**src/hdl/sbb_pkg.sv**
```systemverilog
`timescale 1ns / 1ps
// ----------------------------------------------------------------------------
// sbb_pkg
// Shared types and constants of the spectrum bin ballistics block.
// ----------------------------------------------------------------------------
package sbb_pkg;

	localparam int NUM_BINS    = 64;
	localparam int LEVEL_BITS  = 16;
	localparam int BIN_W       = 6;
	localparam int ADDR_W      = $clog2(NUM_BINS);
	localparam int COEFF_W     = 16;
	localparam int PROD_W      = LEVEL_BITS + COEFF_W;
	localparam int ENTRY_W     = 3 * LEVEL_BITS;
	localparam int IN_TDATA_W  = ((BIN_W + LEVEL_BITS + 7) / 8) * 8;
	localparam int OUT_TDATA_W = ((BIN_W + 2 * LEVEL_BITS + 7) / 8) * 8;
	localparam int APB_AW      = 4;
	localparam int APB_DW      = 32;

	typedef logic [LEVEL_BITS-1:0] level_t;
	typedef logic [COEFF_W-1:0]    coeff_t;

	typedef struct packed {
		coeff_t attack;
		coeff_t rel;
		coeff_t lerp;
		coeff_t decay;
	} coeffs_t;

	typedef enum logic [1:0] {
		REG_ATTACK  = 2'd0,
		REG_RELEASE = 2'd1,
		REG_LERP    = 2'd2,
		REG_DECAY   = 2'd3
	} reg_idx_t;

	localparam coeff_t ATTACK_RST  = 16'd39322;
	localparam coeff_t RELEASE_RST = 16'd6226;
	localparam coeff_t LERP_RST    = 16'd22938;
	localparam coeff_t DECAY_RST   = 16'd63570;

endpackage

```
**src/hdl/sbb_cfg_regs.sv**
```systemverilog
`timescale 1ns / 1ps
// ----------------------------------------------------------------------------
// sbb_cfg_regs
// APB register file holding the four ballistics coefficients.
// ----------------------------------------------------------------------------
module sbb_cfg_regs import sbb_pkg::*; (
	input  logic              clk,
	input  logic              arst_n,
	input  logic              psel,
	input  logic              penable,
	input  logic              pwrite,
	input  logic [APB_AW-1:0] paddr,
	input  logic [APB_DW-1:0] pwdata,
	output logic [APB_DW-1:0] prdata,
	output logic              pready,
	output coeffs_t           coeffs
);

	coeffs_t  coeffs_q;
	reg_idx_t idx;
	logic     wr_en;

	assign pready = 1'b1;
	assign idx    = reg_idx_t'(paddr[3:2]);
	assign wr_en  = psel && penable && pwrite && pready;
	assign coeffs = coeffs_q;

	always_ff @(posedge clk or negedge arst_n) begin
		if (!arst_n) begin
			coeffs_q.attack <= ATTACK_RST;
			coeffs_q.rel    <= RELEASE_RST;
			coeffs_q.lerp   <= LERP_RST;
			coeffs_q.decay  <= DECAY_RST;
		end else if (wr_en) begin
			unique case (idx)
				REG_ATTACK:  coeffs_q.attack <= pwdata[COEFF_W-1:0];
				REG_RELEASE: coeffs_q.rel    <= pwdata[COEFF_W-1:0];
				REG_LERP:    coeffs_q.lerp   <= pwdata[COEFF_W-1:0];
				REG_DECAY:   coeffs_q.decay  <= pwdata[COEFF_W-1:0];
				default:     ;
			endcase
		end
	end

	always_comb begin
		unique case (idx)
			REG_ATTACK:  prdata = {{(APB_DW-COEFF_W){1'b0}}, coeffs_q.attack};
			REG_RELEASE: prdata = {{(APB_DW-COEFF_W){1'b0}}, coeffs_q.rel};
			REG_LERP:    prdata = {{(APB_DW-COEFF_W){1'b0}}, coeffs_q.lerp};
			REG_DECAY:   prdata = {{(APB_DW-COEFF_W){1'b0}}, coeffs_q.decay};
			default:     prdata = '0;
		endcase
	end

endmodule

```
**config.mk**
```make
export PLATFORM = sky130hd
export DESIGN_NAME = sbb_cfg_regs
export DESIGN_NICKNAME = d
export VERILOG_FILES = /design/src/hdl/sbb_pkg.sv /design/src/hdl/sbb_cfg_regs.sv
export SDC_FILE = /design/constraint.sdc
export NUM_CORES = 1
export LEC_CHECK = 0
export BUFFER_PORTS_ARGS = -buffer_cell sky130_fd_sc_hd__buf_2
export CAP_MARGIN = 20
export CORE_UTILIZATION = 47
export DETAILED_ROUTE_END_ITERATION = 7
export GPL_TIMING_DRIVEN = 0
export PLACE_DENSITY = 0.8
export SKIP_CTS_REPAIR_TIMING = 1
export SYNTH_ARGS = -nofsm -noshare
export SYNTH_HDL_FRONTEND = slang
export SYNTH_SLANG_ARGS = --single-unit
```
**constraint.sdc**
```tcl
create_clock -name clk -period 1.1 [get_ports clk]
set_input_delay 0 -clock clk [delete_from_list [all_inputs] [get_ports clk]]
set_output_delay 0 -clock clk [all_outputs]
set_load 0.02 [all_outputs]
```
==> reports/results.tsv, run 1 <==
stage	metric	value	unit
yosys	Mapped Cells	180	
timing	Setup TNS Final	-3.93	ns
global_route	GRT Util Overall	0.207	
min_path	worst hold path type	in -> reg	
floorplan	Chip Height	82.4	um
power_and_ir_drop	Worst VDD drop	1460	uV
power_and_ir_drop	leak pwr	2.08	nW
global_route	vias in the first global route	1886	
detailed_routing	DRC	0	
place	DP Worst Slack	-0.284	ns
timing	final count of negative-setup-slack endpoints	16	
global_route	grt ovf	0	
clock_network	# H-tree levels	3	
place	gp weighted congestion	0.744	
clock_network	Clock Sinks	64	
detailed_routing	routed vias/inst	5.04	
clock_network	Root Driver	clkbuf_8	
floorplan	Starting Density	0.499	
layout	Area growth syn-to-layout	41.2	%
layout	number of flip-flops in the largest register	64	
layout	final non-filler cell area	4290	sq um
detailed_routing	DR WL/cell	17.2	um
global_route	largest net degree at the start of global routing	38	
job	maxcap violations	0	
timing	endpoints failing hold	0	
setup_path	critical-path maximum fanout	3	
timing	RSZ-0062 raised after global routing	true	
timing	worst rel slew slack	0.489	
yosys	Synth Cell Area	3040	sq um
setup_path	Critical Path RT	1.10	ns
timing	final worst slack	-0.268	ns
layout	Antenna diodes	0	
setup_path	Critical Path Max Stage Delay	0.49	ns
setup_path	CP Cell Sequence	mux4_2, buf_6	
global_route	wire length of the first global-routing pass	9.85	mm
yosys	register area share after synthesis	0.538	
status	failing checks	negative setup slack	
clock_network	Clock Path Buffers	2	
setup_path	Worst Path Class, Setup	reg -> out	
detailed_routing	DRT antenna net count	0	
power_and_ir_drop	Total Power	0.00880	W
floorplan	Site Rows	28	
yosys	number of synthesis warnings	0	
setup_path	crit start category	register	
detailed_routing	initial drt markers	73	
floorplan	IO Pins	138	
timing	min Tclk post-route	1.37	ns
setup_path	CP Capture Type	output port	
timing	fmax	731	MHz
global_route	antenna violations before repair	0	
detailed_routing	Detailed Routing Iterations Pass 1	3	
detailed_routing	DRT Wirelength	7.12	mm
status	status	finished, violations left	
layout	Final #Nets	376	
yosys	Syn Area/Cell	16.9	sq um
place	Port Buf Inserts	100	
detailed_routing	Via Count	2093	
floorplan	total core area	6100	sq um
floorplan	die width	82.4	um
timing	period utilization	1.24	
floorplan	full die area	6800	sq um
clock_network	CTS tree	built	
yosys	synth unique cells	19	
power_and_ir_drop	power density cells	2050	nW/um^2
layout	fillers	445	
timing	Worst-Margin Slew	0.767	ns
clock_network	number of clock buffers inserted by TritonCTS	9	
place	Post-DP Area	3760	sq um
yosys	FF+latch count, synth	64	
timing	clock skew	0	ns
place	dpl hpwl	4.70	mm
timing	Slew Viols, Final	0	
clock_network	clock latency on the worst-skew pair	0.32	ns
setup_path	slowest CP cell	mux4_2	
layout	ratio of cells with drive above 1 in the final layout	0.776	
setup_path	crit path DAT	1.37	ns
clock_network	clock-pin slew on the worst setup and hold paths	0.07	ns
worst max-delay path, delay by kind of cell, from the launching register on:
family   cells  cell delay [ns]
mux          1             0.49
flops        1             0.40
buf+inv      1             0.15
path summary, 6_finish.rpt:
| check | start | end | slack [ns] | cells after the start |
|---|---|---|---|---|
| max | coeffs[2] | prdata[2] | -0.27 | 2 |
| min | paddr[3] | coeffs[52] | 0.12 | 3 |
| max reg2reg | coeffs[2] | coeffs[2] | 0.20 | 2 |
| min reg2reg | coeffs[61] | coeffs[61] | 0.54 | 1 |
| max in group asynchronous | arst_n | coeffs[51] | 0.19 | 3 |
| min in group asynchronous | arst_n | coeffs[47] | 0.23 | 2 |
power breakdown:
group          switching, W  internal, W  total, W
logic               0.00167      0.00161   0.00329
registers          0.000414      0.00309   0.00350
clock network      0.000846      0.00117   0.00201
synth_stat cells (all sizes together):
cell type / instances / area share
inv: 1 / 0.0012
dfrtp: 35 / 0.29
dfstp: 29 / 0.25
nand3: 1 / 0.0016
mux4: 16 / 0.12
buf: 26 / 0.070
nor2: 1 / 0.0021
nor3: 1 / 0.0033
clkbuf: 1 / 0.0012
or2: 1 / 0.0021
or3: 1 / 0.0021
conb: 2 / 0.0025
mux2: 64 / 0.25
nand4: 1 / 0.0021
metrics by stage:
step | hold slack (ns) | util | std cells
2_1_floorplan | -0.296 | - | 195
3_3_place_gp | 0.276 | 0.614 | 370
3_5_place_dp | 0.0557 | 0.617 | 371
4_1_cts | -0.305 | 0.650 | 387
5_1_grt | 0.109 | 0.704 | 415
6_report | 0.122 | 0.704 | 415
routing by layer:
layer  vias to the layer above  global-route usage  share of wire
met3                        10              0.0549          0.049
met1                      1073               0.263           0.42
met2                        69               0.334           0.51
met4                         0              0.0912          0.018
met5                         -                   0              0
li1                        941                   -              -
cell usage in the layout (no fill, tap or decap):
cell / netlist / routed
buf_12: 1 / 4
buf_2: 3 / 85
buf_4: 19 / 28
buf_6: 3 / 21
bufinv_16: 0 / 1
clkbuf_1: 1 / 3
clkbuf_8: 0 / 11
clkinv_2: 0 / 2
conb_1: 2 / 17
dfrtp_1: 35 / 35
dfstp_2: 29 / 29
dlygate4sd3_1: 0 / 17
inv_2: 1 / 1
mux2_2: 54 / 54
mux2_4: 10 / 10
mux4_2: 11 / 16
nand3_1: 1 / 1
nand4_1: 1 / 1
nor2_4: 0 / 1
nor3_4: 0 / 1
or2_1: 1 / 1
or3_1: 1 / 1
layout make-up:
type / instances / area [sq um] / share of cell area
multi-input cells: 103 / 1230 / 0.287
inverters: 1 / 3.75 / 0.000874
clock inverters: 3 / 40.0 / 0.00932
plain buffers: 27 / 253 / 0.0589
well taps: 75 / 93.8 / 0.0219
flip-flops and latches: 64 / 1640 / 0.381
clock buffers: 13 / 159 / 0.0370
repair buffers: 129 / 873 / 0.203
cell families (layout without fill, tap and decap cells):
logic type	count (synthesis)	count (layout)	share of synthesized area
flip-flops	64	64	0.538
other	2	17	0.00247
multiplexers	80	80	0.374
buffers and inverters	28	173	0.0720
AND/OR/NAND/NOR	6	6	0.0132
No activity file was read; power rests on OpenSTA's default activity.
==> inputs of run 2 (changes only) <==
==> constraint.sdc (replaced) <==
create_clock -name clk -period 1.1 [get_ports clk]
set_input_delay 0 -clock clk [delete_from_list [all_inputs] [get_ports clk]]
set_output_delay 0 -clock clk [all_outputs]
set_load 0.005 [all_outputs]
==> run 2 against run 1 <==
The run still ends with negative setup slack left. Die area is the same. Count of clock-buffer cells in the layout is the same. Clock skew is the same. Sequential share of layout area grew 0.74 points. Cell area shrank 1.9%. Clock power is essentially flat. Worst hold slack gained 0.0032 ns. Sequential cell count is the same. Routed wire length shrank 2.0%. Critical path type unchanged.
==> reports/results.tsv, run 2 (synthesis results as in run 1) <==
stage	metric	value	unit
detailed_routing	routed vias/inst	5.06	
timing	Setup TNS Final	-3.41	ns
timing	fmax	745	MHz
floorplan	full die area	6800	sq um
setup_path	CP Cell Sequence	mux4_2, buf_2	
power_and_ir_drop	Worst VDD drop	1400	uV
timing	min Tclk post-route	1.34	ns
setup_path	CP Capture Type	output port	
layout	FF/Latch Area	1640	sq um
global_route	GR Layer Usage met2	0.334	
detailed_routing	DRC	0	
setup_path	Critical Path RT	1.10	ns
global_route	largest net degree at the start of global routing	38	
setup_path	Critical Path Max Stage Delay	0.48	ns
detailed_routing	DRT Wirelength	6.98	mm
clock_network	clock latency on the worst-skew pair	0.32	ns
power_and_ir_drop	leak pwr	2.06	nW
timing	final worst slack	-0.242	ns
setup_path	crit start category	register	
layout	multi-input logic area	1230	sq um
global_route	vias in the first global route	1886	
layout	Antenna diodes	0	
floorplan	die width	82.4	um
detailed_routing	initial drt markers	70	
layout	Final #Nets	376	
clock_network	Clock Sinks	64	
global_route	GRT Util Overall	0.207	
layout	most frequent cells in the layout	buf_2, mux2_2, dfrtp_1	
place	DP Worst Slack	-0.284	ns
clock_network	clock-pin slew on the worst setup and hold paths	0.07	ns
global_route	antenna violations before repair	0	
global_route	wire length of the first global-routing pass	9.85	mm
detailed_routing	Via Count	2101	
layout	ratio of cells with drive above 1 in the final layout	0.776	
timing	Worst-Margin Slew	0.767	ns
global_route	met1 capacity usage during global routing	0.263	
clock_network	# H-tree levels	3	
timing	clock skew	0	ns
setup_path	slowest CP cell	mux4_2	
timing	Slew Viols, Final	0	
power_and_ir_drop	Total Power	0.00767	W
timing	RSZ-0062 raised after global routing	true	
timing	worst rel slew slack	0.489	
timing	period utilization	1.22	
global_route	grt ovf	0	
setup_path	crit path DAT	1.34	ns
detailed_routing	Detailed Routing Iterations Pass 1	4	
layout	commonest non-fill, non-tap cell in the layout	buf_2	
layout	Area growth syn-to-layout	38.5	%
floorplan	total core area	6100	sq um
clock_network	number of clock buffers inserted by TritonCTS	9	
layout	number of flip-flops in the largest register	64	
floorplan	Starting Density	0.499	
clock_network	Root Driver	clkbuf_8	
floorplan	Chip Height	82.4	um
detailed_routing	DR WL/cell	16.8	um
place	dpl hpwl	4.70	mm
status	status	finished, violations left	
timing	final count of negative-setup-slack endpoints	16	
layout	fillers	446	
setup_path	Worst Path Class, Setup	reg -> out	
setup_path	critical-path maximum fanout	3	
power_and_ir_drop	power density cells	1820	nW/um^2
clock_network	CTS tree	built	
global_route	M3 GR Usage	0.0549	
timing	endpoints failing hold	0	
global_route	Top Usage Layer GRT	met2	
floorplan	Site Rows	28	
clock_network	Clock Path Buffers	2	
min_path	worst hold path type	in -> reg	
job	maxcap violations	0	
detailed_routing	DRT antenna net count	0	
status	failing checks	negative setup slack	
floorplan	IO Pins	138	
place	gp weighted congestion	0.744	
place	Port Buf Inserts	100	
## run 2: cell types whose count changed in the layout (fill, tap and decap cells not counted)
| cell | before | now |
|---|---|---|
| buf_2 | 85 | 98 |
| buf_6 | 21 | 8 |
## run 2: power by group
group	switching, W	total (W)	internal, W
clock	0.000829	0.00199	0.00117
sequential	0.000408	0.00350	0.00309
combinational	0.000753	0.00218	0.00143
## run 2: final timing paths
path	startpoint	end	slack, ns	cells past startpoint
setup / recovery	coeffs[8]	prdata[8]	-0.24	2
hold reg to reg	coeffs[35]	coeffs[35]	0.53	1
max in group asynchronous	arst_n	coeffs[51]	0.18	3
min in group asynchronous	arst_n	coeffs[47]	0.24	2
hold / removal	paddr[3]	coeffs[53]	0.12	3
setup reg to reg	coeffs[10]	coeffs[10]	0.20	2
## run 2: metrics by stage
stage                     std cells   util  hold WS [ns]  area (sq um)
final                           415  0.691         0.125          4210
after global placement          370  0.614         0.276          3740
after CTS                       387  0.650        -0.305          3960
after detailed placement        371  0.617        0.0557          3760
after global routing            415  0.691         0.110          4210
after floorplan                 195      -        -0.296          3150
## run 2: layout make-up
| type | instances | share of cell area |
|---|---|---|
| sequential | 64 | 0.389 |
| multi-input combinational | 103 | 0.293 |
| timing repair buffer | 129 | 0.188 |
| buffer | 27 | 0.0600 |
| clock buffer | 13 | 0.0377 |
| tap | 75 | 0.0223 |
| clock inverter | 3 | 0.00950 |
| inverter | 1 | 0.000891 |
## run 2: critical path: cells and delay by family, from the launching register on
family,cells,cell delay [ns]
muxes,1,0.48
buffers and inverters,1,0.14
DFF,1,0.40
## run 2: layer usage
layer | up-vias | part of all wire
met2 | 78 | 0.50
li1 | 939 | -
met5 | - | 0
met4 | 0 | 0.017
met1 | 1075 | 0.43
met3 | 9 | 0.053
